## src/hw/rtl/ptc_pkg.sv

```systemverilog
// Shared types and constants of the pressure and temperature compensation block.
package ptc_pkg;

  // Configuration port geometry and register indexes.
  localparam int unsigned CFG_W     = 48;
  localparam int unsigned CFG_IDX_W = 2;
  localparam logic [CFG_IDX_W-1:0] REG_TEMP_CAL    = 2'd0;
  localparam logic [CFG_IDX_W-1:0] REG_PRESS_CAL_A = 2'd1;
  localparam logic [CFG_IDX_W-1:0] REG_PRESS_CAL_B = 2'd2;
  localparam logic [CFG_IDX_W-1:0] REG_PRESS_CAL_C = 2'd3;

  // Depth of the queue between the front and back pipelines.
  localparam int unsigned QUEUE_DEPTH = 4;

  // Compensation constants.
  localparam int      FINE_OFFSET = 128000;
  localparam int      RAW_FULL    = 1048576;
  localparam int      DIV_SCALE   = 3125;
  localparam int      TEMP_LO     = -4000;
  localparam int      TEMP_HI     = 8500;
  localparam longint  PRESS_LO    = 64'sd7680000;
  localparam longint  PRESS_HI    = 64'sd28160000;
  localparam logic [63:0] DIV_BIAS = 64'h0000_8000_0000_0000;

  // Reciprocal constants for the decimal splits.
  localparam logic [12:0] RECIP_100  = 13'd5243;   // 2^19 / 100, rounded up
  localparam int unsigned RECIP_100_SH = 19;
  localparam logic [12:0] RECIP_1000 = 13'd4194;   // 2^22 / 1000, rounded down
  localparam int unsigned RECIP_1000_SH = 22;

  // Calibration words unpacked from the four registers.
  typedef struct packed {
    logic [15:0] t1;
    logic [15:0] t2;
    logic [15:0] t3;
    logic [15:0] p1;
    logic [15:0] p2;
    logic [15:0] p3;
    logic [15:0] p4;
    logic [15:0] p5;
    logic [15:0] p6;
    logic [15:0] p7;
    logic [15:0] p8;
    logic [15:0] p9;
  } cal_t;

  // Finished temperature fields, carried alongside the pressure work.
  typedef struct packed {
    logic [14:0] centi;
    logic [7:0]  whole;
    logic [20:0] micro;
    logic [31:0] fine;
  } temp_t;

  // One queue entry: temperature result plus pressure dividend and divisor.
  typedef struct packed {
    temp_t       temp;
    logic [63:0] num;
    logic [30:0] dvs;
  } qentry_t;

endpackage

```

## src/hw/rtl/ptc_queue.sv

```systemverilog
// Small queue that decouples the front and back pipelines.
module ptc_queue #(
  parameter int unsigned Depth = ptc_pkg::QUEUE_DEPTH
) (
  input  logic             clk_i,
  input  logic             rst_ni,
  input  logic             push_i,
  input  ptc_pkg::qentry_t data_i,
  output logic             full_o,
  input  logic             pop_i,
  output logic             empty_o,
  output ptc_pkg::qentry_t data_o
);

  localparam int unsigned IdxW = $clog2(Depth);
  localparam int unsigned CntW = $clog2(Depth + 1);

  ptc_pkg::qentry_t mem_q [Depth];
  logic [IdxW-1:0]  wr_q;
  logic [IdxW-1:0]  rd_q;
  logic [CntW-1:0]  cnt_q;

  assign full_o  = cnt_q == CntW'(Depth);
  assign empty_o = cnt_q == '0;
  assign data_o  = mem_q[rd_q];

  // Pointers and fill count; the sides never push when full or pop when empty.
  always_ff @(posedge clk_i or negedge rst_ni) begin
    if (!rst_ni) begin
      wr_q  <= '0;
      rd_q  <= '0;
      cnt_q <= '0;
    end else begin
      if (push_i) begin
        wr_q <= (wr_q == IdxW'(Depth - 1)) ? '0 : wr_q + 1'b1;
      end
      if (pop_i) begin
        rd_q <= (rd_q == IdxW'(Depth - 1)) ? '0 : rd_q + 1'b1;
      end
      if (push_i && !pop_i) begin
        cnt_q <= cnt_q + 1'b1;
      end else if (pop_i && !push_i) begin
        cnt_q <= cnt_q - 1'b1;
      end
    end
  end

  // Entry storage.
  always_ff @(posedge clk_i) begin
    if (push_i) begin
      mem_q[wr_q] <= data_i;
    end
  end

endmodule

```

## config.mk

```make
export PLATFORM = sky130hd
export DESIGN_NAME = ptc_queue
export DESIGN_NICKNAME = d
export VERILOG_FILES = /design/src/hw/rtl/ptc_pkg.sv /design/src/hw/rtl/ptc_queue.sv
export SDC_FILE = /design/constraint.sdc
export NUM_CORES = 1
export LEC_CHECK = 0
export ABC_AREA = 1
export BUFFER_PORTS_ARGS = -buffer_cell sky130_fd_sc_hd__buf_2
export CORE_MARGIN = 5
export CORE_UTILIZATION = 38
export CTS_BUF_LIST = sky130_fd_sc_hd__clkbuf_16
export DETAILED_ROUTE_END_ITERATION = 6
export PLACE_DENSITY_LB_ADDON = 0.05
export SKIP_CTS_REPAIR_TIMING = 1
export SYNTH_ARGS = -nofsm -noshare
export SYNTH_HDL_FRONTEND = slang
export SYNTH_SLANG_ARGS = --single-unit
```

## constraint.sdc

```tcl
create_clock -name clk_i -period 4.4 [get_ports clk_i]
set_clock_uncertainty 0.15 [all_clocks]
set_input_delay 0.22 -clock clk_i [delete_from_list [all_inputs] [get_ports clk_i]]
set_output_delay 0.22 -clock clk_i [all_outputs]
set_load 0.02 [all_outputs]
```

==> Word level (Yosys, flattened, before mapping) <==
Memory sizes are Yosys's and may differ from the RTL's.
Index checks and enable logic that the tools add are counted.
{ "word_totals": {"register_bits": 7, "latchBits": 0, "mem_bits_rw": 684, "romBits": 0, "in_bits": 175, "out_inout_bits": 173, "wordCells": 23, "memories": 1} }
{ "memory_table": {"columns": ["name", "depth", "width", "read_ports", "rd_clocked_by_memory_dff", "wr", "line", "source"], "rows": [
  ["mem_q", 4, 171, 1, 0, 1, "ptc_queue.sv:18", "ptc_pkg::qentry_t mem_q [Depth];"]
]} }
{ "classes": {"addsub": 4, "mul": 0, "div": 0, "magnitude_cmp": 0, "n_eq_ne": 3, "shifts": 0, "mux": 6, "bitwise": 0, "reduce_logical": 6} }
{ "ops": {"columns": ["cell", "count"], "rows": [
  ["2-to-1 mux 3 bit", 2],
  ["adder 2 x 1 -> 2 bit (second input constant)", 2],
  ["equality test 2 bit (second input constant)", 2],
  ["2-to-1 mux 2 bit", 2],
  ["adder 3 x 1 -> 3 bit (second input constant)", 1],
  ["equality test 3 bit (second input constant)", 1],
  ["logical NOT 3 bit", 1],
  ["subtractor 3 x 1 -> 3 bit (second input constant)", 1],
  ["logical AND 1 bit", 2],
  ["logical NOT 1 bit", 2],
  ["2-to-1 mux 1 bit", 2],
  ["nonzero test 2 bit", 1]
]} }

==> Depth between registers and ports, before layout <==
Gate-level depths: netlist of the first run.
{ "logic_depth": {"ltp_word": 4, "ltp_mapped": 9, "mapped_depth_nobuf": 9} }

==> Worst setup path before layout of the first run <==
Ideal clock, no wire load.
{ "synth_path": {"path_kind": "register -> register", "from": "register wr_q[0]", "to": "memory mem_q[2][0] in the netlist's numbering, enable pin", "setup_time_ns": 0.523, "t_arrival_ns": 3.946, "slack_ns": -0.219, "path_stages_with_launch": 5, "synth_period_minus_slack_ns": 4.619, "path_cell_list": "dfrtp_1 > inv_1 > ha_1 > nand2_1 > inv_1"} }
{ "synth_rtl": {"columns": ["element", "line", "source"], "rows": [
  ["start, declared", "ptc_queue.sv:19", "logic [IdxW-1:0] wr_q;"],
  ["start signal, assigned", "ptc_queue.sv:35", "wr_q <= (wr_q == IdxW'(Depth - 1)) ? '0 : wr_q + 1'b1;"],
  ["end, declared", "ptc_queue.sv:18", null]
]} }
No word-level cell before the write port.

==> impl_results.md, run 1 <==
* Power spent charging and discharging nets at 8.00 mW
* Global-route met1 utilization at 0.199
* IO Port Bufs at 347
* Total global routing overflow at 0
* Post-layout instance count excluding filler cells at 3575
* DIE WIDTH at approximately 280 µm
* Wire length of the first global-routing pass at 96400 µm
* Clock Power Share at 0.268
* Cells after DPL at 3264
* Count of pins over their slew limit at 0
* First DRT Iteration DRCs at 679
* Mapped Nets at 2228
* Area added between synthesis and finish at 23.6%
* Global routing usage on met2 at 0.273
* Maximum clock frequency at 314 MHz
* Number of antenna violations at the first check in global routing at 3
* Max-Cap Viols at 0
* Origin of the worst min-delay path: data_i[58]
* Overall die area at 78300 µm²
* Final worst path period need at between 3 and 4 ns
* Internal power contribution at roughly 14 mW
* Fraction of final layout cells sized beyond drive strength 1 at 0.182
* Critical-path maximum fanout at 257
* Worst R2R Setup Slack at 1.70 ns
* Post-Synthesis Cell Area at between 20000 and 30000 µm²
* TNS Setup at 0 ns
* Std cell rows at 99
* Total routing resource utilization after global routing at 0.160
* Via density at approximately 4.6
* Peak VDD IR at 0.000359 V
* TritonCTS clock tree: built
* Cell area after placement at 30100 µm²
* DR WL/cell at roughly 18 µm
* Highest-count cells in the layout ignoring fill and taps: sky130_fd_sc_hd__edfxtp_1 (684), sky130_fd_sc_hd__nand2_1 (528), sky130_fd_sc_hd__inv_1 (369)
* Crit Path Category: reg -> out
* Maximum clock path buffer count at 3
* Die Span Y at ~280 µm
* Proportion of synthesized chip area in sequential cells at 0.749
* Starting Density at 0.381
* FF-to-FF Start: wr_q[0]
* Worst hold-check path type: in -> reg
* Share of the clock period used by the worst path after layout at 0.724
* Cell count of the worst reg-to-reg path at 5
* Detailed Place HPWL at about 36000 µm
* I/O pin count at 348
* Worst-case hold slack at 0.220 ns
* GPL Wtd Cong at a little over 0.7
* H-tree lvl count at 3
* Core area at 72600 µm²
* Status: finished, final reports clean
* Data required time of the critical path at 4.03 ns
* Root cell of the clock tree: sky130_fd_sc_hd__clkbuf_16
* Final count of negative-setup-slack endpoints at 0
* DR DRC count at 0
* Via count of the first global-routing pass at 16100
* Final ANT Viol Nets at 0
* Routed wire length at roughly 64000 µm
* Switching power share of the total at 0.363
* Relative max-transition margin at 0.259
* Source-to-sink clock delay at the later pin of the worst-skew pair at between 0.5 and 0.6 ns
* Inserted Clock Buffers at 77
* Grt met3 use at 0.0443
* Final net count at 2741
* Cell area power density at roughly 640 nW/µm²
* Final-report hold violation count at 0
* Via total after detailed routing at 16500
* Reg2Reg Capture Point: mem_q[0][78]
* Final non-filler cell area at 34200 µm²
* Share of total power in sequential cells at 0.395
* Register bit total from synthesis at 691
* Most common cell after layout, fill and taps aside: sky130_fd_sc_hd__edfxtp_1
* # clock sinks at 691
* Post-Synthesis Cells at 2046
* WP data arrival at 2.81 ns
* Clock slew at the register clock pins of the worst setup and hold paths at 0.06 ns
* Combinational Power Share at 0.336
* Worst hold endpoint: mem_q[1][58]
* CP endpoint kind: primary output
* Number of warnings reported in the yosys synthesis log at 0
* Crit. Startpoint: rd_q[0]
* Total iterations of the first detailed-routing run at 7
* Busiest metal layer after global routing: met2
* Number of different library cells in the post-synthesis netlist at 20
* Kind of start point of the critical path: register
* Avg Cell Area, Syn at approximately 14 µm²
* Unrepaired setup endpoints after global routing: no
* Worst hold path stage count at 2
* Pin count of the biggest net entering global routing at around 260
* Static Leak at 13.7 nW
* Slew of the pin with the lowest slew margin at 1.11 ns
## flip-flops by register name, summed over array words and instances (netlist names)
register  flops
cnt_q         3
mem_q       684
rd_q          2
wr_q          2
## worst max-delay path, cell delays in order, from the launching register on
cell and delay [ns]:
sky130_fd_sc_hd__dfrtp_1 0.50, sky130_fd_sc_hd__inv_16 0.62, sky130_fd_sc_hd__buf_4 0.49, sky130_fd_sc_hd__nand2_1 0.10
sky130_fd_sc_hd__o211ai_1 0.10, sky130_fd_sc_hd__nand2_1 0.10, sky130_fd_sc_hd__buf_2 0.17
## cell type report
cell class,count,area (µm²)
antenna,3,7.51
clock buffer,78,1950
clock inverter,55,369
fill,6631,38400
inverter,355,1370
multi-input combinational,888,4700
sequential,691,20700
tap,959,1200
timing repair buffer,546,3860
## kinds of logic after synthesis
logic type / synth area share
DFF: 0.749
xor gates and xnor gates: 0.000317
adders and majority gates: 0.00344
buffers and inverters: 0.0808
and+or+nand+nor: 0.0727
AOI/OAI and AO/OA: 0.0936
## Yosys cell counts
cell type                    n  area share
sky130_fd_sc_hd__edfxtp_1  684        0.74
sky130_fd_sc_hd__nand2_1   528       0.072
sky130_fd_sc_hd__inv_1     353       0.048
sky130_fd_sc_hd__o211ai_1  342       0.093
sky130_fd_sc_hd__buf_6      53       0.022
sky130_fd_sc_hd__buf_2      41      0.0074
sky130_fd_sc_hd__clkbuf_1    8      0.0011
sky130_fd_sc_hd__buf_4       7      0.0019
sky130_fd_sc_hd__dfrtp_1     7      0.0063
sky130_fd_sc_hd__ha_1        6      0.0027
sky130_fd_sc_hd__buf_1       3     0.00041
sky130_fd_sc_hd__o21ai_0     3     0.00054
sky130_fd_sc_hd__inv_4       2     0.00045
sky130_fd_sc_hd__nor2_1      2     0.00027
sky130_fd_sc_hd__nor3_1      2     0.00036
sky130_fd_sc_hd__fa_1        1     0.00072
sky130_fd_sc_hd__nand3_1     1     0.00018
sky130_fd_sc_hd__nand4_1     1     0.00023
sky130_fd_sc_hd__o21ai_1     1     0.00018
sky130_fd_sc_hd__xnor2_1     1     0.00032
## how the worst max path moves through the flow
stage                              end  slack (ns)  depth (start not counted)
after CTS                   data_o[41]        1.16                          6
after floorplan            mem_q[0][0]        0.60                          4
final                       data_o[41]        1.22                          6
after global routing        data_o[41]        0.94                          6
after global placement    mem_q[0][74]        1.56                          5
after detailed placement  mem_q[0][74]        1.59                          5
## layer usage
metal	part of all wire	vias to the layer above
met5	0	-
met4	0.023	0
met3	0.054	89
met2	0.49	302
met1	0.43	7893
li1	-	8214
## power by group through the flow
stage	clock, mW	sequential, mW	combinational, mW
2_1_floorplan	0	8.85	5.08
3_3_place_gp	0	8.82	7.48
3_5_place_dp	0	8.84	7.50
4_1_cts	6.14	8.71	7.53
5_1_grt	6.42	8.78	8.21
6_report	5.91	8.70	7.40
## per-stage QoR
step	setup slack (ns)	utilization	power [mW]
after detailed placement	1.59	0.415	16.3
after floorplan	0.601	-	13.9
after global placement	1.56	0.415	16.3
after global routing	0.938	0.471	23.4
after CTS	1.16	0.447	22.4
final	1.22	0.471	22.0
No activity file was read; power rests on OpenSTA's default activity.
==> run 2: changes to the inputs <==
- ABC_AREA: 1 -> 0
- clock period: 4.4 -> 3.1 ns (I/O delays scaled with it)
==> run 2 against run 1 <==
Net effect: total power increased by 37%; global-route usage decreased by 0.81 points; sequential share of layout area rose by 3.6 points; register-to-register slack lost 0.64 ns; critical path type unchanged; utilization up 2.1 points; worst setup slack worse by 0.82 ns.
==> impl_results.md, run 2 <==
* Status: finished, final reports clean (unchanged)
* Kind of cell adding the most delay to the critical path: flip-flops (was buffers and inverters)
* Most common cell after layout, fill and taps aside: sky130_fd_sc_hd__edfxtp_1 (unchanged)
* Cell area after placement at 28300 µm² (was 30100 µm²)
* Setup slack of the critical path after layout at 0.394 ns (was 1.22 ns)
* I/O pin count at 348 (unchanged)
* Proportion of synthesized chip area in sequential cells at 0.825 (was 0.749)
* DR DRC count at 0 (unchanged)
* First DRT Iteration DRCs at 574 (was 679)
* Final core area utilization at 0.492 (was 0.471)
* Worst hold endpoint: mem_q[2][132] (was mem_q[1][58])
* Maximum clock frequency at 370 MHz
* Wire length of the first global-routing pass at 80500 µm (was 96400 µm)
* Worst slack at placement at 0.961 ns (was 1.59 ns)
* Critical path's slowest cell: sky130_fd_sc_hd__dfrtp_4 (was sky130_fd_sc_hd__inv_16)
* Cell with the most instances after synthesis: sky130_fd_sc_hd__edfxtp_1 (unchanged)
* Final net count at 1713 (was 2741)
* Post-layout instance count excluding filler cells at 2453 (was 3575)
* Register containing the most flip-flops in the final layout: mem_q (unchanged)
* Die Span Y at 267 µm (was 280 µm)
* Routed wire length at 55700 µm (was 63900 µm)
* Number of warnings reported in the yosys synthesis log at 0 (unchanged)
* Number of antenna violations at the first check in global routing at 8 (was 3)
* Slowest Stage Delay on Critical Path at 0.86 ns (was 0.62 ns)
* Worst R2R Setup Slack at 1.06 ns (was 1.70 ns)
* Via count of the first global-routing pass at 12100 (was 16100)
* Count of pins over their slew limit at 0 (unchanged)
* Final-report hold violation count at 0 (unchanged)
* Total global routing overflow at 0 (unchanged)
* Worst hold-check path type: in -> reg (unchanged)
* Final count of negative-setup-slack endpoints at 0 (unchanged)
* Post-Synthesis Cells at 930 (was 2046)
* DIE WIDTH at 267 µm (was 280 µm)
* Fraction of final layout cells sized beyond drive strength 1 at 0.417 (was 0.182)
* TritonCTS clock tree: built (unchanged)
* Cell count of the worst reg-to-reg path at 4 (was 5)
* Area fraction of the dominant cell type after synthesis at 0.818 (was 0.743)
* Inserted Clock Buffers at 75 (was 77)
* H-tree lvl count at 3 (unchanged)
* Total iterations of the first detailed-routing run at 4 (was 7)
* Crit Path Category: reg -> out (unchanged)
* WP data arrival at 2.40 ns (was 2.81 ns)
* Share of the clock period used by the worst path after layout at 0.873
* Number of flip-flops in the largest register at 684 (unchanged)
* Starting Density at 0.383 (was 0.381)
* Detailed Place HPWL at 34500 µm (was 35900 µm)
* FF-to-FF Start: wr_q[0] (unchanged)
* Origin of the worst min-delay path: data_i[132] (was data_i[58])
* Clock slew at the register clock pins of the worst setup and hold paths at 0.05 ns (was 0.06 ns)
* Total routing resource utilization after global routing at 0.152 (was 0.160)
* Slew of the pin with the lowest slew margin at 0.732 ns (was 1.11 ns)
* Source-to-sink clock delay at the later pin of the worst-skew pair at 0.58 ns (about the same)
* Max-Cap Viols at 0 (unchanged)
* Post-Synthesis Cell Area at 25100 µm² (was 27700 µm²)
* Register bit total from synthesis at 691 (unchanged)
* Avg Cell Area, Syn at 27.0 µm² (was 13.5 µm²)
* Kind of start point of the critical path: register (unchanged)
* Post-synth top flop: sky130_fd_sc_hd__edfxtp_1 (unchanged)
* Cell area power density at 931 nW/µm² (was 644 nW/µm²)
* Data required time of the critical path at 2.79 ns (was 4.03 ns)
* Via total after detailed routing at 11900 (was 16500)
* TNS Setup at 0 ns (unchanged)
* Post-synth EDFFs at 684 (unchanged)
* Reg2Reg Capture Point: mem_q[0][25] (was mem_q[0][78])
* Cells after DPL at 2143 (was 3264)
* Mapped Nets at 1112 (was 2228)
* Filler Cell Count at 5464 (was 6631)
* Final non-filler cell area at 32300 µm² (was 34200 µm²)
* Via density at 4.83 (was 4.61)
* Maximum clock path buffer count at 3 (unchanged)
* CP endpoint kind: primary output (unchanged)
* Static Leak at 11.1 nW (was 13.7 nW)
* Largest cells by area after synthesis: sky130_fd_sc_hd__edfxtp_1 (82%), sky130_fd_sc_hd__mux4_2 (15%), sky130_fd_sc_hd__buf_6 (0.76%) (was sky130_fd_sc_hd__edfxtp_1 (74%), sky130_fd_sc_hd__o211ai_1 (9.3%), sky130_fd_sc_hd__nand2_1 (7.2%))
* Share of synthesized registers carrying an async set or reset at 0.0101 (unchanged)
* Worst-case hold slack at 0.169 ns (was 0.220 ns)
* Critical path, cell by cell: buf_4, mux4_2, buf_2 (was inv_16, buf_4, nand2_1, o211ai_1, nand2_1, buf_2)
* Number of different library cells in the post-synthesis netlist at 18 (was 20)
* Root cell of the clock tree: sky130_fd_sc_hd__clkbuf_16 (unchanged)
* Top Registers: mem_q: 684 flops, cnt_q: 3 flops (unchanged)
* Final total power at 30.0 mW (was 22.0 mW)
* Unrepaired setup endpoints after global routing: no (unchanged)
* Peak VDD IR at 0.000495 V (was 0.000359 V)
* # clock sinks at 691 (unchanged)
* Commonest cells post-synth: sky130_fd_sc_hd__edfxtp_1 (684), sky130_fd_sc_hd__mux4_2 (171), sky130_fd_sc_hd__buf_2 (19), sky130_fd_sc_hd__buf_6 (17), sky130_fd_sc_hd__dfrtp_1 (7) (was sky130_fd_sc_hd__edfxtp_1 (684), sky130_fd_sc_hd__nand2_1 (528), sky130_fd_sc_hd__inv_1 (353), sky130_fd_sc_hd__o211ai_1 (342), sky130_fd_sc_hd__buf_6 (53))
* Relative max-transition margin at 0.512 (was 0.259)
* Area added between synthesis and finish at 28.5% (was 23.6%)
* DR WL/cell at 22.7 µm (was 17.9 µm)
* Critical-path maximum fanout at 36 (was 257)
* Area leader, netlist: sky130_fd_sc_hd__edfxtp_1 (unchanged)
* Worst hold path stage count at 2 (unchanged)
* Core area at 65600 µm² (was 72600 µm²)
* Final ANT Viol Nets at 0 (unchanged)
* Highest-count cells in the layout ignoring fill and taps: sky130_fd_sc_hd__edfxtp_1 (684), sky130_fd_sc_hd__buf_2 (347), sky130_fd_sc_hd__dlygate4sd3_1 (175) (was sky130_fd_sc_hd__edfxtp_1 (684), sky130_fd_sc_hd__nand2_1 (528), sky130_fd_sc_hd__inv_1 (369))
* Final worst path period need at 2.71 ns
* Std cell rows at 94 (was 99)
* IO Port Bufs at 347 (unchanged)
* GPL Wtd Cong at 0.699 (was 0.719)
* Overall die area at 71300 µm² (was 78300 µm²)
* Total buffers and inverters traversed by the critical path at 2 (was 3)
* Pin count of the biggest net entering global routing at 70 (was 258)
## run 2: how the worst max path moves through the flow
stage | from | endpoint | slack [ns] | depth (start not counted)
after floorplan | wr_q[0] | mem_q[2][0] | 0.68 | 3
after global placement | rd_q[1] | data_o[107] | 0.96 | 3
after detailed placement | rd_q[1] | data_o[116] | 0.96 | 3
after CTS | rd_q[1] | data_o[116] | 0.31 | 3
after global routing | rd_q[0] | data_o[4] | 0.27 | 4
final | rd_q[1] | data_o[116] | 0.39 | 3
## run 2: logic make-up after synthesis
family	share of synthesized area
AO/OA/AOI/OAI	0.000399
AND/OR/NAND/NOR	0.00224
flip-flops	0.825
XOR/XNOR	0.00105
multiplexers	0.155
buffers and inverters	0.0126
adder cells (fa/ha/maj)	0.00379
## run 2: worst reg2reg max path, cell delays in order, from the launching register on
cell                      delay [ns]
sky130_fd_sc_hd__dfrtp_1        0.41
sky130_fd_sc_hd__inv_1          0.11
sky130_fd_sc_hd__ha_1           0.15
sky130_fd_sc_hd__and2_4         0.55
sky130_fd_sc_hd__buf_4          0.36
## run 2: power breakdown
part | switching [mW] | internal (mW)
Combinational | 5.61 | 3.96
Clock | 3.38 | 4.71
Sequential | 0.434 | 12.0
Total | 9.42 | 20.6
## run 2: layout make-up
class / count / area (µm²) / share of cell area
Inverter: 4 / 15.0 / 0.000465
Antenna cell: 7 / 17.5 / 0.000543
Sequential cell: 691 / 20700 / 0.642
Tap cell: 864 / 1080 / 0.0335
Multi-Input combinational cell: 197 / 4080 / 0.127
Clock buffer: 77 / 1930 / 0.0597
Clock inverter: 51 / 298 / 0.00923
Timing Repair Buffer: 562 / 4130 / 0.128
## run 2: metal layers
| metal | vias up | wire, µm | GRT usage |
|---|---|---|---|
| met1 | 6209 | 22500 | 0.190 |
| met4 | 6 | 855 | 0.0382 |
| met5 | - | 41 | 0 |
| met2 | 296 | 28200 | 0.253 |
| li1 | 5275 | - | - |
| met3 | 67 | 4030 | 0.0571 |
==> run 3: changes to the inputs <==
- clock period: 3.1 -> 2.6 ns (I/O delays scaled with it)
==> run 3 against run 2 <==
Net effect: cell area increased by 1.4%; non-clock buffer count increased by 15; via count about the same; sequential cell count unchanged; sequential share of layout area decreased by 0.88 points; cell count increased by 0.77%; largest power group unchanged; critical path type unchanged; first-iteration DRC count increased by 3.1%; sequential power increased by 18%; die area unchanged; routed wire length decreased by 0.60%; hold slack got worse by 0.029 ns; register-to-register slack got worse by 0.40 ns.
==> impl_results.md, run 3 (synthesis gave the netlist of run 2 again) <==
* Share of the clock period used by the worst path after layout at 0.949
* Area added between synthesis and finish at 30.3% (was 28.5%)
* Cell area power density at 1130 nW/µm² (was 931 nW/µm²)
* Cells after DPL at 2152 (was 2143)
* Max-Cap Viols at 0 (unchanged)
* Final net count at 1728 (was 1713)
* Combinational Power Share at 0.319 (was 0.318)
* Peak VDD IR at 0.000693 V (was 0.000495 V)
* Power spent charging and discharging nets at 11.4 mW (was 9.42 mW)
* Maximum clock frequency at roughly 410 MHz
* Total routing resource utilization after global routing at 0.152 (about the same)
* Total iterations of the first detailed-routing run at 4 (unchanged)
* Total global routing overflow at 0 (unchanged)
* First DRT Iteration DRCs at 592 (was 574)
* Count of pins over their slew limit at 0 (unchanged)
* Final total power at 36.9 mW (was 30.0 mW)
* Number of antenna violations at the first check in global routing at 8 (unchanged)
* Via count of the first global-routing pass at 12300 (was 12100)
* Kind of start point of the critical path: register (unchanged)
* Filler Cell Count at 5426 (was 5464)
* Final-report hold violation count at 0 (unchanged)
* TNS Setup at 0 ns (unchanged)
* Critical-path maximum fanout at 31 (was 36)
* Number of flip-flops in the largest register at 684 (unchanged)
* Area used by sequential logic in the layout at 20700 µm² (unchanged)
* Slowest Stage Delay on Critical Path at 0.56 ns (was 0.86 ns)
* Area taken by multi-input logic gates at 4080 µm² (unchanged)
* Data required time of the critical path at 2.32 ns (was 2.79 ns)
* Via total after detailed routing at 11900 (about the same)
* Status: finished, final reports clean (unchanged)
* Critical path's slowest cell: sky130_fd_sc_hd__mux4_2 (was sky130_fd_sc_hd__dfrtp_4)
* Highest-count cells in the layout ignoring fill and taps: sky130_fd_sc_hd__edfxtp_1 (684), sky130_fd_sc_hd__buf_2 (347), sky130_fd_sc_hd__dlygate4sd3_1 (175) (unchanged)
* Post-layout instance count excluding filler cells at 2472 (was 2453)
* Relative max-transition margin at 0.700 (was 0.512)
* Worst hold-check path type: in -> reg (unchanged)
* Register containing the most flip-flops in the final layout: mem_q (unchanged)
* Std cell rows at 94 (unchanged)
* IO Port Bufs at 347 (unchanged)
* Slew of the pin with the lowest slew margin at 0.449 ns (was 0.732 ns)
* Wire length of the first global-routing pass at 81200 µm (was 80500 µm)
* Final count of negative-setup-slack endpoints at 0 (unchanged)
* Top Registers: mem_q: 684 flops, cnt_q: 3 flops (unchanged)
* Maximum clock path buffer count at 3 (unchanged)
* Most common cell after layout, fill and taps aside: sky130_fd_sc_hd__edfxtp_1 (unchanged)
* DR DRC count at 0 (unchanged)
* Clock slew at the register clock pins of the worst setup and hold paths at 0.06 ns (was 0.05 ns)
* WP data arrival at 2.19 ns (was 2.40 ns)
* # clock sinks at 691 (unchanged)
* GPL Wtd Cong at 0.703 (was 0.699)
* I/O pin count at 348 (unchanged)
* Inserted Clock Buffers at 75 (unchanged)
* Final ANT Viol Nets at 0 (unchanged)
* Unrepaired setup endpoints after global routing: no (unchanged)
* Static Leak at 11.3 nW (was 11.1 nW)
* Switching power share of the total at 0.308 (was 0.314)
* DIE WIDTH at 267 µm (unchanged)
* Via density at 4.80 (was 4.83)
* Source-to-sink clock delay at the later pin of the worst-skew pair at 0.58 ns (about the same)
* Die Span Y at 267 µm (unchanged)
* Internal power contribution at 25.6 mW (was 20.6 mW)
* Overall die area at 71300 µm² (unchanged)
* Root cell of the clock tree: sky130_fd_sc_hd__clkbuf_16 (unchanged)
* Critical path, cell by cell: buf_4, buf_16, mux4_2, buf_2 (was buf_4, mux4_2, buf_2)
* Pin count of the biggest net entering global routing at 59 (was 70)
* TritonCTS clock tree: built (unchanged)
* Routed wire length at 55300 µm (was 55700 µm)
* H-tree lvl count at 3 (unchanged)
* Crit Path Category: reg -> out (unchanged)
* Fraction of final layout cells sized beyond drive strength 1 at 0.428 (was 0.417)
* Share of total power in sequential cells at 0.397 (was 0.412)
* DR WL/cell at 22.4 µm (was 22.7 µm)
* CP endpoint kind: primary output (unchanged)
* Final worst path period need at around 2.5 ns
* Detailed Place HPWL at 35200 µm (was 34500 µm)
* Starting Density at 0.383 (unchanged)
* Clock Power Share at 0.284 (was 0.269)
* Core area at 65600 µm² (unchanged)
-- run 3: critical path: cells and delay by family (launching register included) --
kind / cells / cell delay, ns
flops: 1 / 0.45
mux: 1 / 0.56
buf+inv: 3 / 0.57
-- run 3: path summary, 6_finish.rpt --
| check | startpoint | endpoint | slack [ns] | cells after the start |
|---|---|---|---|---|
| worst max-delay path | rd_q[0] | data_o[170] | 0.13 | 4 |
| worst min-delay path | data_i[118] | mem_q[3][118] | 0.14 | 2 |
| worst max register to register | wr_q[0] | mem_q[2][3] | 0.66 | 4 |
| worst min register to register | cnt_q[2] | cnt_q[2] | 0.34 | 1 |
| max in group asynchronous | rst_ni | rd_q[0] | 1.61 | 3 |
| min in group asynchronous | rst_ni | cnt_q[2] | 0.39 | 3 |
-- run 3: per-stage QoR --
step           instance area, µm²  hold slack, ns  worst slack [ns]  utilization
2_1_floorplan               25100          -0.316             0.178            -
3_3_place_gp                28400          -0.169             0.549        0.433
3_5_place_dp                28400          -0.165             0.538        0.433
4_1_cts                     30900          -0.806            -0.102        0.470
5_1_grt                     32700           0.101            0.0136        0.498
6_report                    32700           0.140             0.132        0.499
-- run 3: area by class of cell --
type                       count  area share
inverter                       4    0.000459
clock inverter                54      0.0145
sequential                   691       0.633
clock buffer                  79      0.0604
timing repair buffer         577       0.133
tap                          864      0.0330
antenna                        6    0.000459
multi-input combinational    197       0.125
-- run 3: per-layer routing --
layer / vias up / GRT usage / wire, µm
li1: 5304 / - / -
met1: 6194 / 0.198 / 22700
met2: 286 / 0.246 / 27300
met3: 73 / 0.0580 / 4250
met4: 4 / 0.0388 / 959
met5: - / 0 / 21
-- run 3: power groups by stage --
stage	clock [mW]	sequential, mW	combinational [mW]
after floorplan	0	14.8	7.59
final	10.5	14.6	11.8
after global placement	0	14.9	11.8
after CTS	10.8	14.7	11.8
after global routing	11.4	14.8	12.6
after detailed placement	0	15.0	11.8
